$ cat config.mk
export PLATFORM = sky130hd
export DESIGN_NAME = tilt_shift_row_blend_top
export DESIGN_NICKNAME = d
export VERILOG_FILES = /design/src/rtl/tsrb_pkg.sv /design/src/rtl/tsrb_edge_div.sv /design/src/rtl/tsrb_tanh.sv /design/src/rtl/tsrb_blend.sv /design/src/rtl/tilt_shift_row_blend_top.sv
export SDC_FILE = /design/constraint.sdc
export NUM_CORES = 2
export LEC_CHECK = 0
export BUFFER_PORTS_ARGS = -buffer_cell sky130_fd_sc_hd__buf_2
export CAP_MARGIN = 20
export CORE_ASPECT_RATIO = 1.5
export CORE_UTILIZATION = 41
export DETAILED_ROUTE_END_ITERATION = 8
export PLACE_DENSITY = 0.56
export SYNTH_ARGS = -nofsm -noshare
export SYNTH_HDL_FRONTEND = slang
export SYNTH_SLANG_ARGS = --single-unit
$ cat constraint.sdc
create_clock -name clk -period 9.26 [get_ports clk]
set_clock_uncertainty 0.15 [all_clocks]
set_input_delay 0.926 -clock clk [delete_from_list [all_inputs] [get_ports clk]]
set_output_delay 0.926 -clock clk [all_outputs]
set_load 0.01 [all_outputs]
$ cat src/rtl/tsrb_pkg.sv
`timescale 1ns / 1ps

package tsrb_pkg;

  // Configuration register indexes.
  typedef enum logic [1:0] {
    REG_FOCUS_CENTER = 2'd0,
    REG_BAND_HEIGHT  = 2'd1,
    REG_EDGE_DECAY   = 2'd2
  } cfg_reg_t;

  // One pixel, channels in blue, green, red order.
  typedef logic [2:0][7:0] bgr_t;
  localparam int CH_BLUE  = 0;
  localparam int CH_GREEN = 1;
  localparam int CH_RED   = 2;

  // Edge divider: quotient bits and how they are spread over the stages.
  localparam int Q_BITS     = 11;
  localparam int DIV_STAGES = 4;
  localparam int DIV_STEPS  = 3;

  // Largest tanh argument in Q8 (4.0) and the top table entry.
  localparam logic [10:0] Q_SAT    = 11'd1024;
  localparam logic [14:0] TANH_TOP = 15'd32746;
  localparam logic [15:0] W_ONE    = 16'd32768;

  // Control that travels alongside the two divider results.
  typedef struct packed {
    logic        valid;
    logic        neg_top;
    logic        neg_bot;
    logic [10:0] q_top;
    logic [10:0] q_bot;
  } edge_arg_t;

  // tanh(k/8) in Q15 for k = 0..32.
  function automatic logic [14:0] tanh_lut(input logic [5:0] idx);
    logic [14:0] val;
    unique case (idx)
      6'd0:  val = 15'd0;
      6'd1:  val = 15'd4075;
      6'd2:  val = 15'd8025;
      6'd3:  val = 15'd11743;
      6'd4:  val = 15'd15143;
      6'd5:  val = 15'd18173;
      6'd6:  val = 15'd20813;
      6'd7:  val = 15'd23066;
      6'd8:  val = 15'd24956;
      6'd9:  val = 15'd26519;
      6'd10: val = 15'd27797;
      6'd11: val = 15'd28830;
      6'd12: val = 15'd29660;
      6'd13: val = 15'd30322;
      6'd14: val = 15'd30847;
      6'd15: val = 15'd31262;
      6'd16: val = 15'd31589;
      6'd17: val = 15'd31846;
      6'd18: val = 15'd32048;
      6'd19: val = 15'd32206;
      6'd20: val = 15'd32329;
      6'd21: val = 15'd32426;
      6'd22: val = 15'd32501;
      6'd23: val = 15'd32560;
      6'd24: val = 15'd32606;
      6'd25: val = 15'd32642;
      6'd26: val = 15'd32670;
      6'd27: val = 15'd32691;
      6'd28: val = 15'd32708;
      6'd29: val = 15'd32721;
      6'd30: val = 15'd32732;
      6'd31: val = 15'd32740;
      default: val = TANH_TOP;
    endcase
    return val;
  endfunction

endpackage

$ cat src/rtl/tsrb_edge_div.sv
`timescale 1ns / 1ps

// Pipelined restoring divider: q = min(floor(mag * 128 / divisor), 1024).
module tsrb_edge_div (
  input  logic        clk,
  input  logic [13:0] mag,
  input  logic [6:0]  divisor,
  output logic [10:0] q
);

  localparam int NST   = tsrb_pkg::DIV_STAGES;
  localparam int STEPS = tsrb_pkg::DIV_STEPS;
  localparam int QMSB  = tsrb_pkg::Q_BITS - 1;

  logic [6:0]  rem_q [NST];
  logic [10:0] quo_q [NST];
  logic        sat_q [NST];
  logic [3:0]  low_q [NST];

  for (genvar s = 0; s < NST; s++) begin : g_stage
    logic [6:0]  rem_in;
    logic [10:0] quo_in;
    logic        sat_in;
    logic [3:0]  low_in;
    logic [6:0]  rem_s;
    logic [10:0] quo_s;

    if (s == 0) begin : g_first
      // A partial remainder at or above the divisor before any quotient bit
      // means a quotient of 2048 or more, which saturates anyway.
      assign rem_in = mag[10:4];
      assign sat_in = (mag[13:4] >= {3'b000, divisor});
      assign quo_in = '0;
      assign low_in = mag[3:0];
    end else begin : g_next
      assign rem_in = rem_q[s-1];
      assign sat_in = sat_q[s-1];
      assign quo_in = quo_q[s-1];
      assign low_in = low_q[s-1];
    end

    always_comb begin : step
      logic [7:0]  rr;
      logic [10:0] dvd;
      int          b;
      rem_s = rem_in;
      quo_s = quo_in;
      dvd   = {low_in, 7'b0000000};
      rr    = '0;
      b     = 0;
      for (int k = 0; k < STEPS; k++) begin
        b = QMSB - STEPS * s - k;
        if (b >= 0) begin
          rr = {rem_s, dvd[4'(b)]};
          if (rr >= {1'b0, divisor}) begin
            rem_s          = 7'(rr - {1'b0, divisor});
            quo_s[4'(b)]   = 1'b1;
          end else begin
            rem_s = rr[6:0];
          end
        end
      end
    end

    always_ff @(posedge clk) begin
      rem_q[s] <= rem_s;
      quo_q[s] <= quo_s;
      sat_q[s] <= sat_in;
      low_q[s] <= low_in;
    end
  end

  assign q = (sat_q[NST-1] || (quo_q[NST-1] > tsrb_pkg::Q_SAT)) ? tsrb_pkg::Q_SAT
                                                                 : quo_q[NST-1];

endmodule

$ cat src/rtl/tsrb_tanh.sv
`timescale 1ns / 1ps

// Table tanh with linear interpolation for both band edges, one stage.
module tsrb_tanh (
  input  logic                  clk,
  input  logic                  rst,
  input  tsrb_pkg::edge_arg_t   arg,
  output logic                  valid,
  output logic signed [15:0]    t_top,
  output logic signed [15:0]    t_bot
);

  function automatic logic [14:0] interp(input logic [10:0] q);
    logic [5:0]  idx;
    logic [4:0]  frac;
    logic [14:0] t0;
    logic [14:0] t1;
    logic [14:0] slope;
    logic [19:0] prod;
    idx   = q[10:5];
    frac  = q[4:0];
    t0    = tsrb_pkg::tanh_lut(idx);
    t1    = tsrb_pkg::tanh_lut(6'(idx + 6'd1));
    slope = (idx < 6'd32) ? 15'(t1 - t0) : 15'd0;
    prod  = {5'd0, slope} * {15'd0, frac};
    return 15'(t0 + prod[19:5]);
  endfunction

  logic [14:0] mag_top;
  logic [14:0] mag_bot;

  assign mag_top = interp(arg.q_top);
  assign mag_bot = interp(arg.q_bot);

  always_ff @(posedge clk) begin
    if (rst) begin
      valid <= 1'b0;
    end else begin
      valid <= arg.valid;
    end
  end

  always_ff @(posedge clk) begin
    t_top <= arg.neg_top ? -$signed({1'b0, mag_top}) : $signed({1'b0, mag_top});
    t_bot <= arg.neg_bot ? -$signed({1'b0, mag_bot}) : $signed({1'b0, mag_bot});
  end

  a_tanh_range: assert property (@(posedge clk) disable iff (rst)
    valid |-> (t_top <= $signed({1'b0, tsrb_pkg::TANH_TOP}))
           && (t_top >= -$signed({1'b0, tsrb_pkg::TANH_TOP})))
    else $error("tanh of the top edge out of range");

endmodule

$ cat src/rtl/tsrb_blend.sv
`timescale 1ns / 1ps

// Focus weight and per-channel blend: weight, products, sum and saturate.
module tsrb_blend (
  input  logic                clk,
  input  logic                rst,
  input  logic                valid,
  input  logic signed [15:0]  t_top,
  input  logic signed [15:0]  t_bot,
  input  tsrb_pkg::bgr_t      sharp,
  input  tsrb_pkg::bgr_t      blurred,
  output logic                done,
  output tsrb_pkg::bgr_t      blended
);

  logic signed [16:0] diff;
  logic [16:0]        diff_p1;
  logic [15:0]        w_next;

  logic               valid_w;
  logic [15:0]        w_q;
  tsrb_pkg::bgr_t     sharp_w;
  tsrb_pkg::bgr_t     blurred_w;

  logic               valid_p;
  logic [2:0][23:0]   prod_s;
  logic [2:0][23:0]   prod_b;

  logic [2:0][24:0]   sum;
  tsrb_pkg::bgr_t     blended_next;

  assign diff    = 17'(t_top) - 17'(t_bot);
  assign diff_p1 = 17'(diff) + 17'd1;
  assign w_next  = diff[16] ? 16'd0 : 16'(diff_p1 >> 1);

  always_ff @(posedge clk) begin
    if (rst) begin
      valid_w <= 1'b0;
      valid_p <= 1'b0;
      done    <= 1'b0;
    end else begin
      valid_w <= valid;
      valid_p <= valid_w;
      done    <= valid_p;
    end
  end

  always_ff @(posedge clk) begin
    w_q       <= w_next;
    sharp_w   <= sharp;
    blurred_w <= blurred;
    for (int c = 0; c < 3; c++) begin
      prod_s[c] <= {8'd0, w_q} * {16'd0, sharp_w[c]};
      prod_b[c] <= {8'd0, 16'(tsrb_pkg::W_ONE - w_q)} * {16'd0, blurred_w[c]};
    end
    blended <= blended_next;
  end

  always_comb begin
    for (int c = 0; c < 3; c++) begin
      sum[c] = 25'(prod_s[c]) + 25'(prod_b[c]) + 25'd16384;
      blended_next[c] = (sum[c][24:15] > 10'd255) ? 8'd255 : sum[c][22:15];
    end
  end

  a_weight_range: assert property (@(posedge clk) disable iff (rst)
    valid_w |-> (w_q <= tsrb_pkg::W_ONE))
    else $error("focus weight above one");

endmodule

$ cat src/rtl/tilt_shift_row_blend_top.sv
`timescale 1ns / 1ps

// Channel   Signals                                       Direction  Flow control
// -------   -------------------------------------------   ---------  ------------------------
// input     start, row_index, sharp_*, blurred_*          in         taken when start & !busy
// status    busy                                          out        always low
// result    done, out_blue, out_green, out_red            out        one cycle, cannot stall
// config    cfg_valid, cfg_index, cfg_data, cfg_ready     in/out     written when valid&ready
//
// One item enters per clock; the pipeline is nine registers deep, and the
// result of an accepted item leaves the last of them onto the result ports
// with done high. Four of the registers are the band-edge divider, which
// resolves three quotient bits per stage over four stages.
// Reset is synchronous and active high; it clears the valid bits along the
// pipeline and returns the configuration to center 0, band 0, decay 1.
// Nothing stalls: busy stays low and every item yields exactly one result.
//
// Each item gets a focus weight 0.5*(tanh((row-top)/decay) - tanh((row-bottom)
// /decay)) in Q1.15, and each channel is blended as w*sharp + (1-w)*blurred,
// rounded to nearest and saturated to 0..255. The tanh arguments are worked in
// half rows so that an odd band height needs no fraction.
module tilt_shift_row_blend_top #(
  parameter int MAX_ROWS = 4096
) (
  input  logic        clk,
  input  logic        rst,

  input  logic        start,
  output logic        busy,
  input  logic [11:0] row_index,
  input  logic [7:0]  sharp_blue,
  input  logic [7:0]  sharp_green,
  input  logic [7:0]  sharp_red,
  input  logic [7:0]  blurred_blue,
  input  logic [7:0]  blurred_green,
  input  logic [7:0]  blurred_red,

  output logic        done,
  output logic [7:0]  out_blue,
  output logic [7:0]  out_green,
  output logic [7:0]  out_red,

  input  logic        cfg_valid,
  output logic        cfg_ready,
  input  logic [1:0]  cfg_index,
  input  logic [11:0] cfg_data
);

  localparam int          NST       = tsrb_pkg::DIV_STAGES;
  localparam int          LATENCY   = NST + 5;
  localparam logic [16:0] ROW_LIMIT = 17'(MAX_ROWS - 1);

  // Configuration registers.
  logic [11:0] focus_center_row;
  logic [11:0] band_height;
  logic [6:0]  edge_decay;
  logic [6:0]  decay_eff;

  // The block never holds off either side.
  assign busy      = 1'b0;
  assign cfg_ready = 1'b1;

  always_ff @(posedge clk) begin
    if (rst) begin
      focus_center_row <= 12'd0;
      band_height      <= 12'd0;
      edge_decay       <= 7'd1;
    end else if (cfg_valid && cfg_ready) begin
      unique case (cfg_index)
        tsrb_pkg::REG_FOCUS_CENTER: focus_center_row <= cfg_data;
        tsrb_pkg::REG_BAND_HEIGHT:  band_height      <= cfg_data;
        tsrb_pkg::REG_EDGE_DECAY:   edge_decay       <= cfg_data[6:0];
        default: ;  // Writes to an unused index are dropped.
      endcase
    end
  end

  // A decay of zero behaves as one.
  assign decay_eff = (edge_decay == 7'd0) ? 7'd1 : edge_decay;

  // Stage zero: clamp the row, form both edge arguments in half rows and take
  // their magnitudes. The signs travel separately and are put back after tanh.
  logic [11:0]        row_c;
  logic signed [14:0] base;
  logic signed [14:0] n_top;
  logic signed [14:0] n_bot;

  assign row_c = ({5'd0, row_index} > ROW_LIMIT) ? ROW_LIMIT[11:0] : row_index;
  assign base  = $signed({2'b00, row_c, 1'b0}) - $signed({2'b00, focus_center_row, 1'b0});
  assign n_top = base + $signed({3'b000, band_height});
  assign n_bot = base - $signed({3'b000, band_height});

  logic [13:0] mag_top;
  logic [13:0] mag_bot;

  always_ff @(posedge clk) begin
    mag_top <= n_top[14] ? 14'(-n_top) : n_top[13:0];
    mag_bot <= n_bot[14] ? 14'(-n_bot) : n_bot[13:0];
  end

  // Side lines that carry the valid bit, edge signs and pixels alongside the
  // divider. Index k is the register after index k-1.
  logic                 vld_line  [NST+1];
  logic                 ntop_line [NST+1];
  logic                 nbot_line [NST+1];
  tsrb_pkg::bgr_t       sharp_line   [NST+2];
  tsrb_pkg::bgr_t       blurred_line [NST+2];

  always_ff @(posedge clk) begin
    if (rst) begin
      for (int k = 0; k <= NST; k++) begin
        vld_line[k] <= 1'b0;
      end
    end else begin
      vld_line[0] <= start && !busy;
      for (int k = 1; k <= NST; k++) begin
        vld_line[k] <= vld_line[k-1];
      end
    end
  end

  always_ff @(posedge clk) begin
    ntop_line[0]    <= n_top[14];
    nbot_line[0]    <= n_bot[14];
    sharp_line[0]   <= {sharp_red, sharp_green, sharp_blue};
    blurred_line[0] <= {blurred_red, blurred_green, blurred_blue};
    for (int k = 1; k <= NST; k++) begin
      ntop_line[k] <= ntop_line[k-1];
      nbot_line[k] <= nbot_line[k-1];
    end
    for (int k = 1; k <= NST + 1; k++) begin
      sharp_line[k]   <= sharp_line[k-1];
      blurred_line[k] <= blurred_line[k-1];
    end
  end

  // Band-edge dividers: |n| * 128 / decay, clamped to 4.0 in Q8.
  logic [10:0] q_top;
  logic [10:0] q_bot;

  tsrb_edge_div u_div_top (
    .clk     (clk),
    .mag     (mag_top),
    .divisor (decay_eff),
    .q       (q_top)
  );

  tsrb_edge_div u_div_bot (
    .clk     (clk),
    .mag     (mag_bot),
    .divisor (decay_eff),
    .q       (q_bot)
  );

  // tanh of both edges with the signs restored.
  tsrb_pkg::edge_arg_t edge_arg;
  logic                tanh_valid;
  logic signed [15:0]  t_top;
  logic signed [15:0]  t_bot;

  assign edge_arg.valid   = vld_line[NST];
  assign edge_arg.neg_top = ntop_line[NST];
  assign edge_arg.neg_bot = nbot_line[NST];
  assign edge_arg.q_top   = q_top;
  assign edge_arg.q_bot   = q_bot;

  tsrb_tanh u_tanh (
    .clk   (clk),
    .rst   (rst),
    .arg   (edge_arg),
    .valid (tanh_valid),
    .t_top (t_top),
    .t_bot (t_bot)
  );

  // Weight and blend.
  tsrb_pkg::bgr_t blended;

  tsrb_blend u_blend (
    .clk     (clk),
    .rst     (rst),
    .valid   (tanh_valid),
    .t_top   (t_top),
    .t_bot   (t_bot),
    .sharp   (sharp_line[NST+1]),
    .blurred (blurred_line[NST+1]),
    .done    (done),
    .blended (blended)
  );

  assign out_blue  = blended[tsrb_pkg::CH_BLUE];
  assign out_green = blended[tsrb_pkg::CH_GREEN];
  assign out_red   = blended[tsrb_pkg::CH_RED];

  a_result_follows: assert property (@(posedge clk) disable iff (rst)
    (start && !busy) |-> ##LATENCY done)
    else $error("accepted item produced no result");

  a_no_spurious: assert property (@(posedge clk) disable iff (rst)
    done |-> $past(start, LATENCY))
    else $error("result without a matching item");

endmodule

# Word level (Yosys, flattened, before mapping)
# Memory sizes are Yosys's and may differ from the RTL's. A register that Yosys moved wholly into a read port is not among the register bits.
# Cells that the tools add are included.
[totals]
regBits = 278
rom_bits = 1920
n_memories = 17
in_bits = 78
output_inout_bits = 27
wordCells = 177
ram_bits = 487
[mem_list]
columns = ["memory", "depth", "word_bits", "read_ports", "rd_ports_with_merged_regs", "wr", "line_no", "rtl"]
rows = [
  ["(no name shown)", 32, 15, 1, 0, 0, "tsrb_pkg.sv:40", "unique case (idx)"],
  ["(no name shown)", 32, 15, 1, 0, 0, "tsrb_pkg.sv:40", ""],
  ["(no name shown)", 32, 15, 1, 0, 0, "tsrb_pkg.sv:40", ""],
  ["(no name shown)", 32, 15, 1, 0, 0, "tsrb_pkg.sv:40", ""],
  ["blurred_line", 6, 24, 6, 1, 6, "tilt_shift_row_blend_top.sv:107", "tsrb_pkg::bgr_t blurred_line [NST+2];"],
  ["sharp_line", 6, 24, 6, 1, 6, "tilt_shift_row_blend_top.sv:106", "tsrb_pkg::bgr_t sharp_line [NST+2];"],
  ["11 more memories", "n/a", "n/a", "n/a", "n/a", "n/a", "n/a", ""],
]
[op_classes]
n_reduce_logical = 7
eq_ne = 2
n_lt_le_gt_ge = 25
add_sub_neg = 38
bitwise = 5
n_mux = 53
multipliers = 8
[ops]
columns = ["op", "n"]
rows = [
  ["16-bit by 8-bit multiplier with 24-bit output", 6],
  ["8-bit by 7-bit greater-or-equal comparator with 1-bit output", 16],
  ["15-bit two-way mux", 8],
  ["7-bit two-way mux", 17],
  ["7-bit subtractor", 16],
  ["24-bit by 24-bit adder with 25-bit output", 3],
  ["25-bit by 15-bit adder with 25-bit output (second input constant)", 3],
  ["15-bit by 5-bit multiplier with 20-bit output", 2],
  ["15-bit negator with 16-bit output", 2],
  ["15-bit adder", 2],
  ["10-bit by 8-bit > comparator with 1-bit output (second input constant)", 3],
  ["15-bit subtractor", 2],
  ["14-bit two-way mux", 2],
  ["14-bit negator", 2],
  ["1-bit two-way mux", 24],
  ["11-bit > comparator (second input constant)", 2],
  ["11-bit two-way mux", 2],
  ["10-bit by 7-bit greater-or-equal comparator with 1-bit output", 2],
  ["17-bit by 1-bit adder with 17-bit output (second input constant)", 1],
  ["16-bit by 16-bit subtractor with 17-bit output", 1],
  ["16-bit subtractor (first input constant)", 1],
  ["14-bit by 13-bit adder with 15-bit output", 1],
  ["14-bit by 13-bit subtractor with 15-bit output", 1],
  ["13-bit by 13-bit subtractor with 14-bit output", 1],
  ["9 further kinds", 18],
]

# Longest topological paths before layout
# An unclocked memory read counts as a cell.
[depth]
word_depth = 13
mapped_depth = 43
mapped_depth_nobuf = 42

# Hierarchy
# From an unflattened synthesis, not the netlist that was laid out.
[unflattened]
cells_unflattened = 6831
area_unflattened_um2 = 61775.5
[by_module_without_submodules]
columns = ["module", "instances", "area_per_inst_um2", "cells_each", "seq_area_each_um2"]
rows = [
  ["tsrb_blend", 1, 33409.5, 3669, 4704.5],
  ["tsrb_tanh", 1, 11130.7, 1544, 660.6],
  ["tilt_shift_row_blend_top", 1, 10328.7, 828, 7226.9],
  ["tsrb_edge_div", 2, 3453.3, 395, 800.8],
]

# Least setup slack after synthesis
# Ideal clock, no wire load.
[synth_timing]
path_type = "reg2reg"
startpoint = "memory u_div_top.quo_q[3][6]"
endpoint = "register u_tanh.t_top[14]"
arrival_ns = 9.044
path_stages_with_launch = 39
setup_ns = 0.126
slack_ns = -0.059
required_ns = 8.984
path_cell_list = "dfxtp_1 > clkbuf_1 > inv_1 > nor2_1 > ha_1 > clkbuf_1 > xor2_1 > clkbuf_1 > nand3_1 > o21ai_0 > nand2_1 > fa_1 > a21o_1 > a21oi_1 > o21ai_0 > a21oi_1 > o21bai_1 > a21oi_1 > (+3 left out) > fa_1 > fa_1 > inv_1 > fa_1 > inv_1 > ha_1 > o211ai_1 > and2_1 > xnor2_1 > ha_1 > a2111o_1 > or2_1 > a31o_2 > a2111o_1 > o311a_1 > o41a_1 > nand2b_4 > xnor2_2"
[synth_lines]
columns = ["element", "line_no", "rtl"]
rows = [
  ["start: declaration", "tsrb_edge_div.sv:16", "logic [10:0] quo_q [NST];"],
  ["end signal: assignment", "tsrb_tanh.sv:44", "t_top <= arg.neg_top ? -$signed({1'b0, mag_top}) : $signed({1'b0, mag_top});"],
  ["end: declaration", "tsrb_tanh.sv:9", "output logic signed [15:0] t_top,"],
]

==> impl_metrics.ini <==
[hold_path]
holdPathStages = 0
hold_start = sharp_line[5][9]$_DFF_P_
hold_end = u_blend.sharp_w[9]$_DFF_P_
min_path_type = reg2reg

[worst_setup_path]
crit_type = reg2reg
cp_slowest_cell = fa_1
crit_top_cell = ha_1
worst_r2r_path_depth = 36
cp_data_required_time_ns = 9.70
crit_fanout = 18
r2r-end = u_tanh.t_top[14]$_DFF_P_
setup.worst_path.end_class = flop
startpoint_type = flop
r2r_start = u_div_top.sat_q[3]$_DFF_P_
worstPathArrival_ns = 9.19
reg2reg_slack_ns = 0.51
max_stage_delay_ns = 0.55

[floorplan]
fp.coreArea_um2 = 140000
fp.dieH_um = 462
ios = 105
die_area_um2 = 142000
fp.dieW_um = 308
rows = 168
initial_core_util_pct = 41.3

[detailed_routing]
wl_per_cell_um = 17.3
vias_per_cell = 5.13
drt_iter0_markers = 1665
wl_um = 145000
antenna_left = 0
dr.pass1.iters = 5
drc = 0
vias = 42800

[global_route]
grt.total_usage_pct = 20.8
antenna_found_initial = 7
grt_max_degree = 41
grt_pass1_vias = 45500
grt_pass1_wl_um = 233000
grt-ovfl-total = 0

[clocking]
clk_latency_ns = 0.69
clockRootBuffer = clkbuf_16
cts_hold_buffers = 0
clock-sinks = 702
cts_tree = done
clk_path_buf_depth = 3
numCtsBuffers = 75
clk_pin_slew_worst_paths_ns = 0.07
htreeDepth = 3

[sta]
fmax_mhz = 114
finalSetupTns_ns = 0
hold_viol = 0
setup_viol = 0
finalCriticalPeriod_ns = 8.75
worst_slew_pin_slew_ns = 1.12
final.period_utilization_pct = 94.5
timing.slew.headroom_pct = 24.9
finalMaxSlewViolations = 0

[layout]
drive_gt1_share_pct = 7.58
design_area_um2 = 63700
areaGrowthSynthToFinish_pct = 10.4
final_nets = 7782

[synthesis]
synth_common_cells = inv_1 (787), nand2_1 (724), dfxtp_1 (702), ha_1 (687), fa_1 (596)
synth_edf_count = 0
yosys.area.top_type_share_pct = 24.3
synth_nets = 7669
synth_top_area_cell = dfxtp_1
yosys.cell_types.count = 92
syn_area_um2 = 57700
async_reset_ff_share_pct = 0
syn_area_per_cell_um2 = 9.15
synth_top_cells_by_area = dfxtp_1 (24%), fa_1 (21%), ha_1 (15%), inv_1 (5.1%), nand2_1 (4.7%)
ys_warn_count = 0
ys_ff_latch = 702
syn-instance-count = 6308
ys_seq_area_share_pct = 24.3
synthFlopType = dfxtp_1
yosysMostFrequentCell = inv_1

[place]
post_dp_cell_area_um2 = 61000
io_buffers = 102
gp_congestion = 0.905
hpwl_um = 115000

[run]
drv_cap = 0

[run_status]
status = finished, final reports clean
==> registers in the layout, indices dropped and copies added, names as in the netlist, 16 cells and up <==
register and cells:
u_div_bot.quo_q 17, u_blend.prod_s 72, u_blend.blurred_w 24, u_div_top.rem_q 18, u_blend.prod_b 72, u_tanh.t_top 16, u_blend.sharp_w 24, u_blend.blended 24
u_div_bot.rem_q 18, u_blend.w_q 16, sharp_line 144, u_div_top.quo_q 17, u_tanh.t_bot 16, blurred_line 144
==> critical path: cells and delay by family (launching register included) <==
family	cells	cell delay, ns
AOI/OAI and AO/OA	12	3.02
buffers and inverters	4	0.49
adders and majority gates	7	2.64
DFF	1	0.38
and+or+nand+nor	11	1.72
xor gates and xnor gates	2	0.25
==> worst max path at each step <==
stage                                             start                  endpoint  slack, ns  cells after the start
after CTS                 u_div_top.quo_q[3][5]$_DFF_P_  u_tanh.t_top[14]$_DFF_P_       0.12                     41
after floorplan           u_div_top.quo_q[3][6]$_DFF_P_  u_tanh.t_top[14]$_DFF_P_       0.07                     38
after detailed placement  u_div_top.quo_q[3][5]$_DFF_P_  u_tanh.t_top[14]$_DFF_P_       0.14                     41
after global routing         u_div_top.sat_q[3]$_DFF_P_  u_tanh.t_top[14]$_DFF_P_      -0.06                     36
final                        u_div_top.sat_q[3]$_DFF_P_  u_tanh.t_top[14]$_DFF_P_       0.51                     36
after global placement    u_div_top.quo_q[3][5]$_DFF_P_  u_tanh.t_top[14]$_DFF_P_       0.25                     36
==> per-stage QoR <==
step | util (%) | hold slack, ns | instances | worst slack [ns]
after floorplan | - | 0.160 | 6308 | 0.0740
after global placement | 43.6 | 0.160 | 8214 | 0.254
after detailed placement | 43.6 | 0.162 | 8214 | 0.141
after CTS | 45.5 | 0.116 | 8351 | 0.117
after global routing | 45.6 | 0.159 | 8352 | -0.0590
final | 45.6 | 0.164 | 8354 | 0.512
==> kinds of logic (layout without fill, tap and decap cells) <==
group	after synthesis	count (layout)	synth area share [%]
AND/OR/NAND/NOR	2042	2042	17.3
adder cells (fa/ha/maj)	1285	1285	35.6
buffers and inverters	989	1162	6.46
AO/OA/AOI/OAI	897	897	10.1
flip-flops	702	702	24.3
XOR/XNOR	312	312	4.76
multiplexers	79	79	1.45
other	2	5	0.0130
==> placed cells by master (no fill, tap or decap), types with 20 or more instances in the layout <==
master	count
a211oi_1	37
a21boi_0	21
a21o_1	87
a21oi_1	256
a31oi_1	30
and2_1	417
and3_1	42
buf_2	102
buf_4	131
clkbuf_16	77
dfxtp_1	698
fa_1	596
ha_1	687
inv_1	787
mux2_2	39
mux2i_1	40
nand2_1	724
nand2b_1	59
nand3_1	90
nand4_1	20
nor2_1	331
nor2b_1	76
nor3_1	132
o211ai_1	21
o21a_1	59
o21ai_0	176
o21bai_1	25
o31ai_1	24
or2_2	25
or3_1	43
xnor2_1	203
xor2_1	91
==> timing repair <==
action                                  4_1_cts  5_1_grt
gates resized for setup                       0       30
endpoints found under the setup margin        0       12
buffers inserted                              0        0
==> final cells by class <==
class,instances,area [um^2]
antenna,3,7.51
clock buffer,91,2030
clock inverter,46,621
fill,13700,76000
inverter,791,2970
multi-input combinational,4617,40200
sequential,702,14100
tap,1870,2340
timing repair buffer,234,1510
==> layer usage <==
metal / up-vias / global-route usage, % / share of wire (%)
met5: - / 0 / 0.011
met4: 4 / 10.4 / 4.8
met3: 291 / 2.08 / 2.7
met2: 633 / 42.6 / 57
met1: 21100 / 20.2 / 36
li1: 20800 / - / -
Power is not shown: default switching activity piles up to over one toggle a cycle in this logic, so the estimate is an artifact.
